## src/hw/rtl/ps2_scancode_key_tracker_unit_defines.svh

```systemverilog
// Assertion macros for the PS/2 scan code key tracker.
// Included by the RTL files that carry concurrent checks; no other dependencies.
`ifndef PS2_SCANCODE_KEY_TRACKER_UNIT_DEFINES_SVH
`define PS2_SCANCODE_KEY_TRACKER_UNIT_DEFINES_SVH
`ifndef ASSERT_OFF
// Clocked check, masked while reset is asserted.
`define PS2K_ASSERT(lbl, clk, rst_n, prop, msg) \
  lbl: assert property (@(posedge clk) disable iff (!rst_n) prop) else $error(msg);
// Clocked check that also holds while reset is asserted.
`define PS2K_ASSERT_ALWAYS(lbl, clk, prop, msg) \
  lbl: assert property (@(posedge clk) prop) else $error(msg);
`else
`define PS2K_ASSERT(lbl, clk, rst_n, prop, msg)
`define PS2K_ASSERT_ALWAYS(lbl, clk, prop, msg)
`endif
`endif

```

## src/hw/rtl/ps2k_pkg.sv

```systemverilog
// Types, constants and scan code decode functions for the PS/2 key tracker.
// No dependencies; used by the channel interfaces and the top level.
package ps2k_pkg;

  localparam int unsigned NumSrc   = 2;
  localparam int unsigned SrcW     = 1;
  localparam int unsigned NumKeys  = 6;
  localparam int unsigned KeyW     = 3;
  localparam int unsigned ByteW    = 8;
  localparam int unsigned CodeSetW = 2;
  localparam int unsigned CfgIdxW  = 2;
  localparam int unsigned CfgDataW = 2;

  typedef logic [KeyW-1:0]    key_t;
  typedef logic [NumKeys-1:0] keymask_t;
  typedef logic [ByteW-1:0]   byte_t;
  typedef logic [CodeSetW-1:0] code_set_t;

  localparam key_t KeyNone = 3'd7;

  // Code set register values
  localparam code_set_t CsOff  = 2'd0;
  localparam code_set_t CsSet1 = 2'd1;
  localparam code_set_t CsSet2 = 2'd2;

  // Protocol bytes
  localparam byte_t BSet1Brk  = 8'h80;
  localparam byte_t BExt      = 8'hE0;
  localparam byte_t BPause    = 8'hE1;
  localparam byte_t BBreak    = 8'hF0;
  localparam byte_t BPrtScRel = 8'hB7;
  localparam byte_t BFakeShft = 8'h2A;
  localparam byte_t BS2PrtSc  = 8'h7C;
  localparam byte_t BS2FakeSh = 8'h12;

  typedef enum logic [CfgIdxW-1:0] {
    CFG_ACTIVE_SOURCES = 2'd0,
    CFG_CODE_SET_0     = 2'd1,
    CFG_CODE_SET_1     = 2'd2
  } cfg_reg_e;

  typedef enum logic {
    CMD_SCAN    = 1'b0,
    CMD_CONSUME = 1'b1
  } cmd_e;

  // Parser state; sequence states step by one on each matching byte.
  typedef enum logic [4:0] {
    PS_IDLE        = 5'd0,
    PS_S1_E0       = 5'd1,
    PS_S1_PSM      = 5'd2,
    PS_S1_PSM2     = 5'd3,
    PS_S1_PSR      = 5'd4,
    PS_S1_PSR2     = 5'd5,
    PS_S1_PAUSE    = 5'd6,
    PS_S1_PAUSE2   = 5'd7,
    PS_S1_PAUSE3   = 5'd8,
    PS_S1_PAUSE4   = 5'd9,
    PS_S1_PAUSE5   = 5'd10,
    PS_S2_BRK      = 5'd11,
    PS_S2_E0       = 5'd12,
    PS_S2_E0BRK    = 5'd13,
    PS_S2_PSM      = 5'd14,
    PS_S2_PSM2     = 5'd15,
    PS_S2_PSR      = 5'd16,
    PS_S2_PSR2     = 5'd17,
    PS_S2_PSR3     = 5'd18,
    PS_S2_PAUSE    = 5'd19,
    PS_S2_PAUSE2   = 5'd20,
    PS_S2_PAUSE3   = 5'd21,
    PS_S2_PAUSE4   = 5'd22,
    PS_S2_PAUSE5   = 5'd23,
    PS_S2_PAUSE6   = 5'd24,
    PS_S2_PAUSE7   = 5'd25,
    PS_S3_BRK      = 5'd26
  } ps_e;

  typedef struct packed {
    ps_e  next;
    key_t key;   // KeyNone when no key changes
    logic val;   // 1 = press, 0 = release
  } parse_t;

  // Byte expected in a sequence state; zero outside sequences.
  function automatic byte_t seq_expect(ps_e st);
    case (st)
      PS_S1_PSM:    return 8'hE0;
      PS_S1_PSM2:   return 8'h37;
      PS_S1_PSR:    return 8'hE0;
      PS_S1_PSR2:   return 8'hAA;
      PS_S1_PAUSE:  return 8'h1D;
      PS_S1_PAUSE2: return 8'h45;
      PS_S1_PAUSE3: return 8'hE1;
      PS_S1_PAUSE4: return 8'h9D;
      PS_S1_PAUSE5: return 8'hC5;
      PS_S2_PSM:    return 8'hE0;
      PS_S2_PSM2:   return 8'h7C;
      PS_S2_PSR:    return 8'hE0;
      PS_S2_PSR2:   return 8'hF0;
      PS_S2_PSR3:   return 8'h12;
      PS_S2_PAUSE:  return 8'h14;
      PS_S2_PAUSE2: return 8'h77;
      PS_S2_PAUSE3: return 8'hE1;
      PS_S2_PAUSE4: return 8'hF0;
      PS_S2_PAUSE5: return 8'h14;
      PS_S2_PAUSE6: return 8'hF0;
      PS_S2_PAUSE7: return 8'h77;
      default:      return 8'h00;
    endcase
  endfunction

  function automatic logic seq_last(ps_e st);
    case (st) inside
      PS_S1_PSM2, PS_S1_PSR2, PS_S1_PAUSE5,
      PS_S2_PSM2, PS_S2_PSR3, PS_S2_PAUSE7: return 1'b1;
      default:                              return 1'b0;
    endcase
  endfunction

  function automatic key_t set1_key(byte_t c);
    case (c) inside
      8'h11, 8'h48: return 3'd0;
      8'h1F, 8'h50: return 3'd1;
      8'h1E, 8'h4B: return 3'd2;
      8'h20, 8'h4D: return 3'd3;
      8'h13:        return 3'd4;
      8'h30:        return 3'd5;
      default:      return KeyNone;
    endcase
  endfunction

  function automatic key_t set1_ext_key(byte_t c);
    case (c)
      8'h48:   return 3'd0;
      8'h50:   return 3'd1;
      8'h4B:   return 3'd2;
      8'h4D:   return 3'd3;
      default: return KeyNone;
    endcase
  endfunction

  function automatic key_t set2_ext_key(byte_t c);
    case (c)
      8'h75:   return 3'd0;
      8'h72:   return 3'd1;
      8'h6B:   return 3'd2;
      8'h74:   return 3'd3;
      default: return KeyNone;
    endcase
  endfunction

  function automatic key_t set2_key(byte_t c);
    case (c)
      8'h1D:   return 3'd0;
      8'h1B:   return 3'd1;
      8'h1C:   return 3'd2;
      8'h23:   return 3'd3;
      8'h2D:   return 3'd4;
      8'h32:   return 3'd5;
      default: return set2_ext_key(c);
    endcase
  endfunction

  function automatic key_t set3_key(byte_t c);
    case (c)
      8'h60:   return 3'd1;
      8'h61:   return 3'd2;
      8'h63:   return 3'd0;
      8'h6A:   return 3'd3;
      default: return set2_key(c);
    endcase
  endfunction

  function automatic parse_t set2_code(byte_t b, logic val);
    parse_t r;
    r.next = PS_IDLE;
    r.key  = KeyNone;
    r.val  = val;
    if (b == BExt) begin
      r.next = PS_S2_E0;
    end else if (b == BPause) begin
      r.next = PS_S2_PAUSE;
    end else begin
      r.key = set2_key(b);
    end
    return r;
  endfunction

  function automatic parse_t set2_ext_code(byte_t b, logic val);
    parse_t r;
    r.next = PS_IDLE;
    r.key  = KeyNone;
    r.val  = val;
    if (b == BS2FakeSh) begin
      r.next = PS_S2_PSM;
    end else if (b == BS2PrtSc) begin
      r.next = val ? PS_IDLE : PS_S2_PSR;
    end else begin
      r.key = set2_ext_key(b);
    end
    return r;
  endfunction

  // One byte through one source's parser: next state and key change.
  function automatic parse_t parse_byte(ps_e st, code_set_t mode, byte_t b);
    parse_t r;
    byte_t  exp;
    byte_t  c;
    logic   val;
    r.next = PS_IDLE;
    r.key  = KeyNone;
    r.val  = 1'b0;
    exp    = seq_expect(st);
    c      = b;
    val    = 1'b1;
    if (exp != 8'h00) begin
      if (b == exp && !seq_last(st)) begin
        r.next = ps_e'(st + 5'd1);
      end
    end else begin
      case (st)
        PS_IDLE: begin
          if (mode == CsSet1) begin
            if (b == BExt) begin
              r.next = PS_S1_E0;
            end else if (b == BPause) begin
              r.next = PS_S1_PAUSE;
            end else begin
              val   = (b <= BSet1Brk);
              c     = val ? b : b - BSet1Brk;
              r.key = set1_key(c);
              r.val = val;
            end
          end else if (mode == CsSet2) begin
            if (b == BBreak) begin
              r.next = PS_S2_BRK;
            end else begin
              r = set2_code(b, 1'b1);
            end
          end else begin
            if (b == BBreak) begin
              r.next = PS_S3_BRK;
            end else begin
              r.key = set3_key(b);
              r.val = 1'b1;
            end
          end
        end
        PS_S1_E0: begin
          val = !(b > BSet1Brk && b != BPrtScRel);
          c   = val ? b : b - BSet1Brk;
          if (c == BFakeShft) begin
            r.next = PS_S1_PSM;
          end else if (c == BPrtScRel) begin
            r.next = PS_S1_PSR;
          end else begin
            r.key = set1_ext_key(c);
            r.val = val;
          end
        end
        PS_S2_BRK: begin
          r = set2_code(b, 1'b0);
        end
        PS_S2_E0: begin
          if (b == BBreak) begin
            r.next = PS_S2_E0BRK;
          end else begin
            r = set2_ext_code(b, 1'b1);
          end
        end
        PS_S2_E0BRK: begin
          r = set2_ext_code(b, 1'b0);
        end
        PS_S3_BRK: begin
          r.key = set3_key(b);
          r.val = 1'b0;
        end
        default: begin
          r.next = PS_IDLE;
        end
      endcase
    end
    return r;
  endfunction

endpackage

```

## src/hw/rtl/ps2k_if.sv

```systemverilog
// Valid/ready channel interfaces for the PS/2 key tracker: item in, result out.
// Depends on ps2k_pkg for field widths.
interface ps2k_in_if;
  import ps2k_pkg::*;
  logic  valid;
  logic  ready;
  logic  cmd;
  logic  src;
  byte_t scan_byte;
  key_t  key_index;

  modport source (output valid, output cmd, output src, output scan_byte,
                  output key_index, input ready);
  modport sink   (input valid, input cmd, input src, input scan_byte,
                  input key_index, output ready);
endinterface

interface ps2k_out_if;
  import ps2k_pkg::*;
  logic     valid;
  logic     ready;
  keymask_t keys_held;
  logic     key_was_pressed;
  logic     mid_sequence;

  modport source (output valid, output keys_held, output key_was_pressed,
                  output mid_sequence, input ready);
  modport sink   (input valid, input keys_held, input key_was_pressed,
                  input mid_sequence, output ready);
endinterface

```

## src/hw/rtl/ps2_scancode_key_tracker_unit.sv

```systemverilog
// PS/2 scan code key tracker: two parsers, six-key held mask, consume command.
// Depends on ps2k_pkg, the ps2k_in_if / ps2k_out_if channels and the
// assertion macro header.
//
// Flow: an accepted beat is registered in the input register and then moves to
// the result register, where it is held until the sink takes it.
// Throughput: one beat per cycle unless the sink holds off; the input register and result
// register form a two-entry pipeline, so a new beat enters while a result waits.
// Reset: asynchronous, active low; both parsers idle, no key held,
// active_sources 0, code sets 1, pipeline empty.
`include "ps2_scancode_key_tracker_unit_defines.svh"

module ps2_scancode_key_tracker_unit (
  input  logic                           clk_i,
  input  logic                           rst_ni,
  input  logic                           cfg_we_i,
  input  logic [ps2k_pkg::CfgIdxW-1:0]   cfg_idx_i,
  input  logic [ps2k_pkg::CfgDataW-1:0]  cfg_data_i,
  ps2k_in_if.sink                        in_i,
  ps2k_out_if.source                     out_o
);
  import ps2k_pkg::*;

  // ---------------------------------------------------------------------
  // Configuration registers
  // ---------------------------------------------------------------------
  logic [CodeSetW-1:0] act_q;
  code_set_t           cs_q [NumSrc];

  always_ff @(posedge clk_i or negedge rst_ni) begin
    if (!rst_ni) begin
      act_q <= '0;
      for (int s = 0; s < NumSrc; s++) begin
        cs_q[s] <= CsSet1;
      end
    end else if (cfg_we_i) begin
      case (cfg_reg_e'(cfg_idx_i))
        CFG_ACTIVE_SOURCES: act_q    <= cfg_data_i;
        CFG_CODE_SET_0:     cs_q[0]  <= cfg_data_i;
        CFG_CODE_SET_1:     cs_q[1]  <= cfg_data_i;
        default: ;
      endcase
    end
  end

  // ---------------------------------------------------------------------
  // Handshake: input register (stage 1) feeding the result register.
  // Stage 1 drains whenever the result register is empty or being taken.
  // ---------------------------------------------------------------------
  logic s1_vld_q, out_vld_q;
  logic s2_ready, s2_load, in_ready, in_acc;

  assign s2_ready = !out_vld_q || out_o.ready;
  assign s2_load  = s1_vld_q && s2_ready;
  assign in_ready = !s1_vld_q || s2_ready;
  assign in_acc   = in_i.valid && in_ready;

  always_ff @(posedge clk_i or negedge rst_ni) begin
    if (!rst_ni) begin
      s1_vld_q  <= 1'b0;
      out_vld_q <= 1'b0;
    end else begin
      if (in_acc) begin
        s1_vld_q <= 1'b1;
      end else if (s2_load) begin
        s1_vld_q <= 1'b0;
      end
      if (s2_load) begin
        out_vld_q <= 1'b1;
      end else if (out_o.ready) begin
        out_vld_q <= 1'b0;
      end
    end
  end

  // Stage 1 payload: capture the beat as it is accepted.
  logic  s1_cmd_q;
  logic  s1_src_q;
  byte_t s1_byte_q;
  key_t  s1_key_q;

  always_ff @(posedge clk_i) begin
    if (in_acc) begin
      s1_cmd_q  <= in_i.cmd;
      s1_src_q  <= in_i.src;
      s1_byte_q <= in_i.scan_byte;
      s1_key_q  <= in_i.key_index;
    end
  end

  // ---------------------------------------------------------------------
  // Per-item work: one parser step or one consume against the held mask.
  // ---------------------------------------------------------------------
  ps_e      ps_q [NumSrc];
  ps_e      ps_d [NumSrc];
  keymask_t keys_q, keys_d;

  logic     src_active, scan_upd, is_consume, was_pressed, mid_nxt;
  ps_e      cur_ps;
  parse_t   pr;
  keymask_t key_mask, cons_mask, keys_item;

  always_comb begin
    // Ignore bytes from detached keyboards and from a source with no code set.
    src_active = ({1'b0, s1_src_q} < act_q) && (cs_q[s1_src_q] != CsOff);
    scan_upd   = (s1_cmd_q == CMD_SCAN) && src_active;
    cur_ps     = ps_q[s1_src_q];
    pr         = parse_byte(cur_ps, cs_q[s1_src_q], s1_byte_q);

    is_consume = (s1_cmd_q == CMD_CONSUME) && (s1_key_q < KeyW'(NumKeys));
    cons_mask  = is_consume ? keymask_t'(1) << s1_key_q : '0;
    was_pressed = |(keys_q & cons_mask);

    // Key change from the parser, applied only for a valid key code.
    key_mask = (scan_upd && pr.key < KeyW'(NumKeys)) ? keymask_t'(1) << pr.key : '0;

    keys_item = keys_q & ~cons_mask;
    if (pr.val) begin
      keys_item = keys_item | key_mask;
    end else begin
      keys_item = keys_item & ~key_mask;
    end

    mid_nxt = (scan_upd ? pr.next : cur_ps) != PS_IDLE;

    keys_d = s2_load ? keys_item : keys_q;
    for (int s = 0; s < NumSrc; s++) begin
      ps_d[s] = ps_q[s];
      if (s2_load && scan_upd && (s1_src_q == SrcW'(s))) begin
        ps_d[s] = pr.next;
      end
    end
    // A code set write restarts that source's parser.
    if (cfg_we_i) begin
      case (cfg_reg_e'(cfg_idx_i))
        CFG_CODE_SET_0: ps_d[0] = PS_IDLE;
        CFG_CODE_SET_1: ps_d[1] = PS_IDLE;
        default: ;
      endcase
    end
  end

  always_ff @(posedge clk_i or negedge rst_ni) begin
    if (!rst_ni) begin
      keys_q <= '0;
      for (int s = 0; s < NumSrc; s++) begin
        ps_q[s] <= PS_IDLE;
      end
    end else begin
      keys_q <= keys_d;
      for (int s = 0; s < NumSrc; s++) begin
        ps_q[s] <= ps_d[s];
      end
    end
  end

  // Result register: hold the beat until the sink takes it.
  keymask_t out_keys_q;
  logic     out_was_q, out_mid_q;

  always_ff @(posedge clk_i) begin
    if (s2_load) begin
      out_keys_q <= keys_item;
      out_was_q  <= was_pressed;
      out_mid_q  <= mid_nxt;
    end
  end

  assign in_i.ready            = in_ready;
  assign out_o.valid           = out_vld_q;
  assign out_o.keys_held       = out_keys_q;
  assign out_o.key_was_pressed = out_was_q;
  assign out_o.mid_sequence    = out_mid_q;

  // ---------------------------------------------------------------------
  // Checks
  // ---------------------------------------------------------------------
  `PS2K_ASSERT(a_consume_clears, clk_i, rst_ni,
               s2_load |=> (keys_q & $past(cons_mask)) == '0,
               "consumed key still held")
  `PS2K_ASSERT(a_was_only_consume, clk_i, rst_ni,
               s2_load && s1_cmd_q == CMD_SCAN |=> !out_was_q,
               "key_was_pressed set on a scan byte")
  `PS2K_ASSERT(a_ignored_keeps_parsers, clk_i, rst_ni,
               s2_load && s1_cmd_q == CMD_SCAN && !src_active && !cfg_we_i |=>
               $stable(ps_q[0]) && $stable(ps_q[1]),
               "ignored byte moved a parser")
  `PS2K_ASSERT(a_stall_full, clk_i, rst_ni,
               !in_ready |-> s1_vld_q && out_vld_q && !out_o.ready,
               "input stalled with room in the pipeline")
  `PS2K_ASSERT_ALWAYS(a_reset_empty, clk_i,
                      !rst_ni |-> !s1_vld_q && !out_vld_q,
                      "pipeline not empty in reset")

endmodule

```

## src/flat_wrapper.sv

```systemverilog
// flat-port wrapper written by rule: the top's interface ports become plain ports
module ps2_scancode_key_tracker_unit_flat import ps2k_pkg::*;
  (clk_i, rst_ni, cfg_we_i, cfg_idx_i, cfg_data_i, in_i_valid, in_i_cmd, in_i_src, in_i_scan_byte, in_i_key_index, in_i_ready, out_o_valid, out_o_keys_held, out_o_key_was_pressed, out_o_mid_sequence, out_o_ready);
  ps2k_in_if in_i_i ();
  ps2k_out_if out_o_i ();
  input  logic clk_i;
  input  logic rst_ni;
  input  logic cfg_we_i;
  input  logic [ps2k_pkg::CfgIdxW-1:0] cfg_idx_i;
  input  logic [ps2k_pkg::CfgDataW-1:0] cfg_data_i;
  input wire logic [$bits(in_i_i.valid)-1:0] in_i_valid;
  input wire logic [$bits(in_i_i.cmd)-1:0] in_i_cmd;
  input wire logic [$bits(in_i_i.src)-1:0] in_i_src;
  input wire logic [$bits(in_i_i.scan_byte)-1:0] in_i_scan_byte;
  input wire logic [$bits(in_i_i.key_index)-1:0] in_i_key_index;
  output wire logic [$bits(in_i_i.ready)-1:0] in_i_ready;
  output wire logic [$bits(out_o_i.valid)-1:0] out_o_valid;
  output wire logic [$bits(out_o_i.keys_held)-1:0] out_o_keys_held;
  output wire logic [$bits(out_o_i.key_was_pressed)-1:0] out_o_key_was_pressed;
  output wire logic [$bits(out_o_i.mid_sequence)-1:0] out_o_mid_sequence;
  input wire logic [$bits(out_o_i.ready)-1:0] out_o_ready;
  assign in_i_i.valid = in_i_valid;
  assign in_i_i.cmd = in_i_cmd;
  assign in_i_i.src = in_i_src;
  assign in_i_i.scan_byte = in_i_scan_byte;
  assign in_i_i.key_index = in_i_key_index;
  assign in_i_ready = in_i_i.ready;
  assign out_o_valid = out_o_i.valid;
  assign out_o_keys_held = out_o_i.keys_held;
  assign out_o_key_was_pressed = out_o_i.key_was_pressed;
  assign out_o_mid_sequence = out_o_i.mid_sequence;
  assign out_o_i.ready = out_o_ready;
  ps2_scancode_key_tracker_unit u_core (.clk_i(clk_i), .rst_ni(rst_ni), .cfg_we_i(cfg_we_i), .cfg_idx_i(cfg_idx_i), .cfg_data_i(cfg_data_i), .in_i(in_i_i), .out_o(out_o_i));
endmodule
```

## config.mk

```make
export PLATFORM = sky130hd
export DESIGN_NAME = ps2_scancode_key_tracker_unit_flat
export DESIGN_NICKNAME = d
export VERILOG_FILES = /design/src/hw/rtl/ps2k_pkg.sv /design/src/hw/rtl/ps2k_if.sv /design/src/hw/rtl/ps2_scancode_key_tracker_unit.sv /design/src/flat_wrapper.sv
export VERILOG_INCLUDE_DIRS = /design/src /design/src/hw/rtl
export SDC_FILE = /design/constraint.sdc
export NUM_CORES = 1
export LEC_CHECK = 0
export BUFFER_PORTS_ARGS = -buffer_cell sky130_fd_sc_hd__buf_2
export CORE_MARGIN = 2
export CORE_UTILIZATION = 54
export CTS_CLUSTER_DIAMETER = 80
export DETAILED_ROUTE_END_ITERATION = 6
export GPL_TIMING_DRIVEN = 1
export PLACE_DENSITY = 0.72
export SLEW_MARGIN = 20
export SYNTH_ARGS = -nofsm -noshare
export SYNTH_HDL_FRONTEND = slang
export SYNTH_SLANG_ARGS = --single-unit
```

## constraint.sdc

```tcl
create_clock -name clk_i -period 8.4 [get_ports clk_i]
set_clock_uncertainty 0.15 [all_clocks]
set_input_delay 2.52 -clock clk_i [delete_from_list [all_inputs] [get_ports clk_i]]
set_output_delay 2.52 -clock clk_i [all_outputs]
set_load 0.02 [all_outputs]
```

==> impl_metrics.csv <==
group,metric,value,unit
pwr,pwr-share-seq,36.0,%
critical_path,worst-endpoint-arrival,2970,ps
sta,worst_slew_pin_slew,915,ps
critical_path,rr_worst_depth,15,
clocking,post_cts_buffers,0,
global_route,antenna_found_initial,0,
critical_path,startpoint,"out_o_ready",
placed_design,dp_hpwl,9230,um
sta,timing.final.crit_share,67.1,%
pwr,power_frac_clock,15.7,%
logic_synthesis,synth.distinct_cells,94,
placed_design,dpl_worst_slack,2760,ps
route,drt-wirelength-per-cell,19.7,um
cells_and_area,nets,567,
global_route,grt_max_degree,44,
die,dieArea,9000,um^2
logic_synthesis,synth_area_leaders,"edfxtp_1 14%, dfrtp_1 12%, a21oi_1 4.2%, o21ai_0 4.2%, nor3_1 3.4%",
logic_synthesis,synth-async-reset-ratio,53.3,%
critical_path,cp-endpoint,"in_i_ready",
clocking,htreeDepth,2,
logic_synthesis,synth_edf_count,21,
route,drtIter0Drc,419,
critical_path,reg2reg_setup_slack,3700,ps
pwr,power,0.923,mW
die,rows,33,
logic_synthesis,synth_area,4460,um^2
route,via_count,4376,
pwr,swShare,44.6,%
route,drcViolationCount,0,
pwr,comb_power_share,48.3,%
status,status,"finished, final reports clean",
clocking,cts_hold_buffers,0,
global_route,grt_overflow,0,
sta,rsz0062_at_grt,"false",
clocking,numCtsBuffers,5,
critical_path,start_kind,"input port",
route,avgViaCountPerCell,6.82,
pwr,cellPowerDensity,201,nW/um^2
pwr,intPower,0.511,mW
global_route,grt_pass1_vias,4029,
logic_synthesis,syn_nets,570,
global_route,met1_usage,41.3,%
placed_design,gp_congestion,0.934,
clocking,insertion_delay,300,ps
clocking,cts_tree,"done",
cells_and_area,drive_gt1_share,14.9,%
global_route,track_usage,28.9,%
die,start_util,55.1,%
clocking,root_buffer,"clkbuf_8",
critical_path,worstSetupEndpointType,"output port",
logic_synthesis,syn_inst,539,
cells_and_area,areaGrowthSynthToFinish,3.14,%
clocking,ctsResizeCount,0,
logic_synthesis,ys_top_cells_by_count,"37 x a21oi_1, 37 x o21ai_0, 34 x nor2_1, 31 x nand2_1, 30 x nor3_1",
die,die_y,94.8,um
global_route,grt_pass1_wl,20600,um
die,io_pins,32,
logic_synthesis,synth_ff_type,"dfrtp_1",
clocking,clk_pin_slew,80,ps
route,wl,12700,um
cells_and_area,n_antenna_cell,0,
global_route,use_met2,44.2,%
logic_synthesis,synth-seq-cells,45,
sta,finalSetupViolCount,0,
sta,hold_viol_final,0,
sta,slew_headroom,37.5,%
sta,slew_violations,0,
pwr,p_sw,0.411,mW
placed_design,portBuffers,31,
logic_synthesis,yosys_warnings,0,
die,die_x,94.8,um
clocking,cts_buffer_depth,2,
route,antenna_left,0,
critical_path,regToRegStartpoint,"u_core.s1_src_q",
placed_design,placed_cell_area,4500,um^2
pwr,peakVddDrop,0.121,mV
logic_synthesis,synth.top_cell.area_share,14.1,%
clocking,cts_num_sinks,45,
hold_path,hold_class,"flip-flop to flip-flop",
logic_synthesis,synth-seq-area-share,27.7,%
cells_and_area,fin_area,4600,um^2
pwr,leakagePower,1.59,nW
sta,setup_slack,2760,ps
route,dr.pass1.iters,5,
critical_path,cp.required,5730,ps
logic_synthesis,avgSynthCellArea,8.27,um^2
logic_synthesis,synth_top_cell_by_area,"edfxtp_1",
critical_path,reg2reg_to,"u_core.ps_q[1]",
sta,timing.fmax,177,MHz
die,core_area,8090,um^2
sta,min_period,5640,ps
global_route,busiest_layer,"met2",
critical_path,critPathKind,"input port to output port",
flow_run,cap_violations,0,
critical_path,path_max_fanout,3,
global_route,groute.layer.met3.usage,3.75,%
cells_and_area,fin_util,56.8,%
sta,totalNegativeSetupSlack,0,ps
[critical path, cell delays in order]
cell and delay (ps):
buf_2 100, nand3b_1 170, buf_2 180
[per-layer routing]
layer	vias up	part of all wire, %	wire length (um)
met5	-	0	0
met4	0	3.5	447
met3	37	6.9	875
met2	203	46	5790
met1	2078	44	5550
li1	2058	-	-
[per-stage QoR]
stage          instances  hold slack [ps]
3_5_place_dp         634              347
2_1_floorplan        539              307
5_1_grt              642              380
4_1_cts              642              367
6_report             642              366
3_3_place_gp         634              329
[cells by family after synthesis]
| logic type | synth area share (%) |
|---|---|
| AND/OR/NAND/NOR | 28.5 |
| AO/OA/AOI/OAI | 25.3 |
| buffers and inverters | 7.97 |
| flip-flops | 27.7 |
| multiplexers | 5.05 |
| XOR/XNOR | 2.95 |
| adder cells (fa/ha/maj) | 2.53 |
[cells in the final DEF, fill, tap and decap left out, types with 3 or more instances in the layout]
cell	count
a2111oi_0	3
a211o_1	5
a211oi_1	4
a21oi_1	37
a311oi_1	3
a31oi_1	12
and3_1	5
and3b_1	3
buf_2	31
clkbuf_8	7
dfrtp_1	22
edfxtp_1	21
ha_1	9
inv_1	25
mux2_2	9
mux2i_1	5
nand2_1	31
nand2b_1	11
nand3_1	15
nand3b_1	10
nand4_1	6
nor2_1	34
nor2b_1	13
nor3_1	30
nor3b_1	10
nor4_1	11
o21ai_0	37
o22ai_1	5
o311ai_0	4
o32ai_1	9
o41ai_1	3
or2_2	5
or3_1	6
or4_1	9
xnor2_1	11
xor2_1	4
[area by class of cell]
cell class                      count  area (um^2)
Clock buffer                        7         96.3
Multi-Input combinational cell    426         2870
Clock inverter                      1         5.00
Timing Repair Buffer               32          163
Sequential cell                    45         1230
Tap cell                          105          131
Fill cell                         793         3500
Inverter                           26          100
[how the worst min path moves through the flow]
| stage | startpoint | to | slack [ps] | depth (start not counted) |
|---|---|---|---|---|
| floorplan | u_core.s1_vld_q | u_core.out_o.valid | 310 | 1 |
| global placement | u_core.s1_vld_q | u_core.out_o.valid | 330 | 1 |
| detailed placement | u_core.s1_vld_q | u_core.out_o.valid | 350 | 1 |
| CTS | u_core.s1_vld_q | u_core.out_o.valid | 370 | 1 |
| global route | u_core.keys_q[1] | u_core.keys_q[1] | 380 | 1 |
| finish | u_core.s1_vld_q | u_core.out_o.valid | 370 | 1 |
[state kept, by name, summed over array words and instances, names as in the netlist, 2 cells and up]
| signal | count |
|---|---|
| u_core.s1_key_q | 3 |
| u_core.out_o.keys_held | 6 |
| u_core.cs_q | 4 |
| u_core.s1_byte_q | 8 |
| u_core.keys_q | 6 |
| u_core.act_q | 2 |
| u_core.ps_q | 10 |
[power by group through the flow]
| stage | sequential [mW] | clock (mW) | combinational, mW |
|---|---|---|---|
| 2_1_floorplan | 0.296 | 0 | 0.368 |
| 3_3_place_gp | 0.333 | 0 | 0.425 |
| 3_5_place_dp | 0.335 | 0 | 0.433 |
| 4_1_cts | 0.330 | 0.148 | 0.435 |
| 5_1_grt | 0.338 | 0.157 | 0.488 |
| 6_report | 0.332 | 0.145 | 0.445 |
Note: power is estimated with default switching activity, not from simulation.
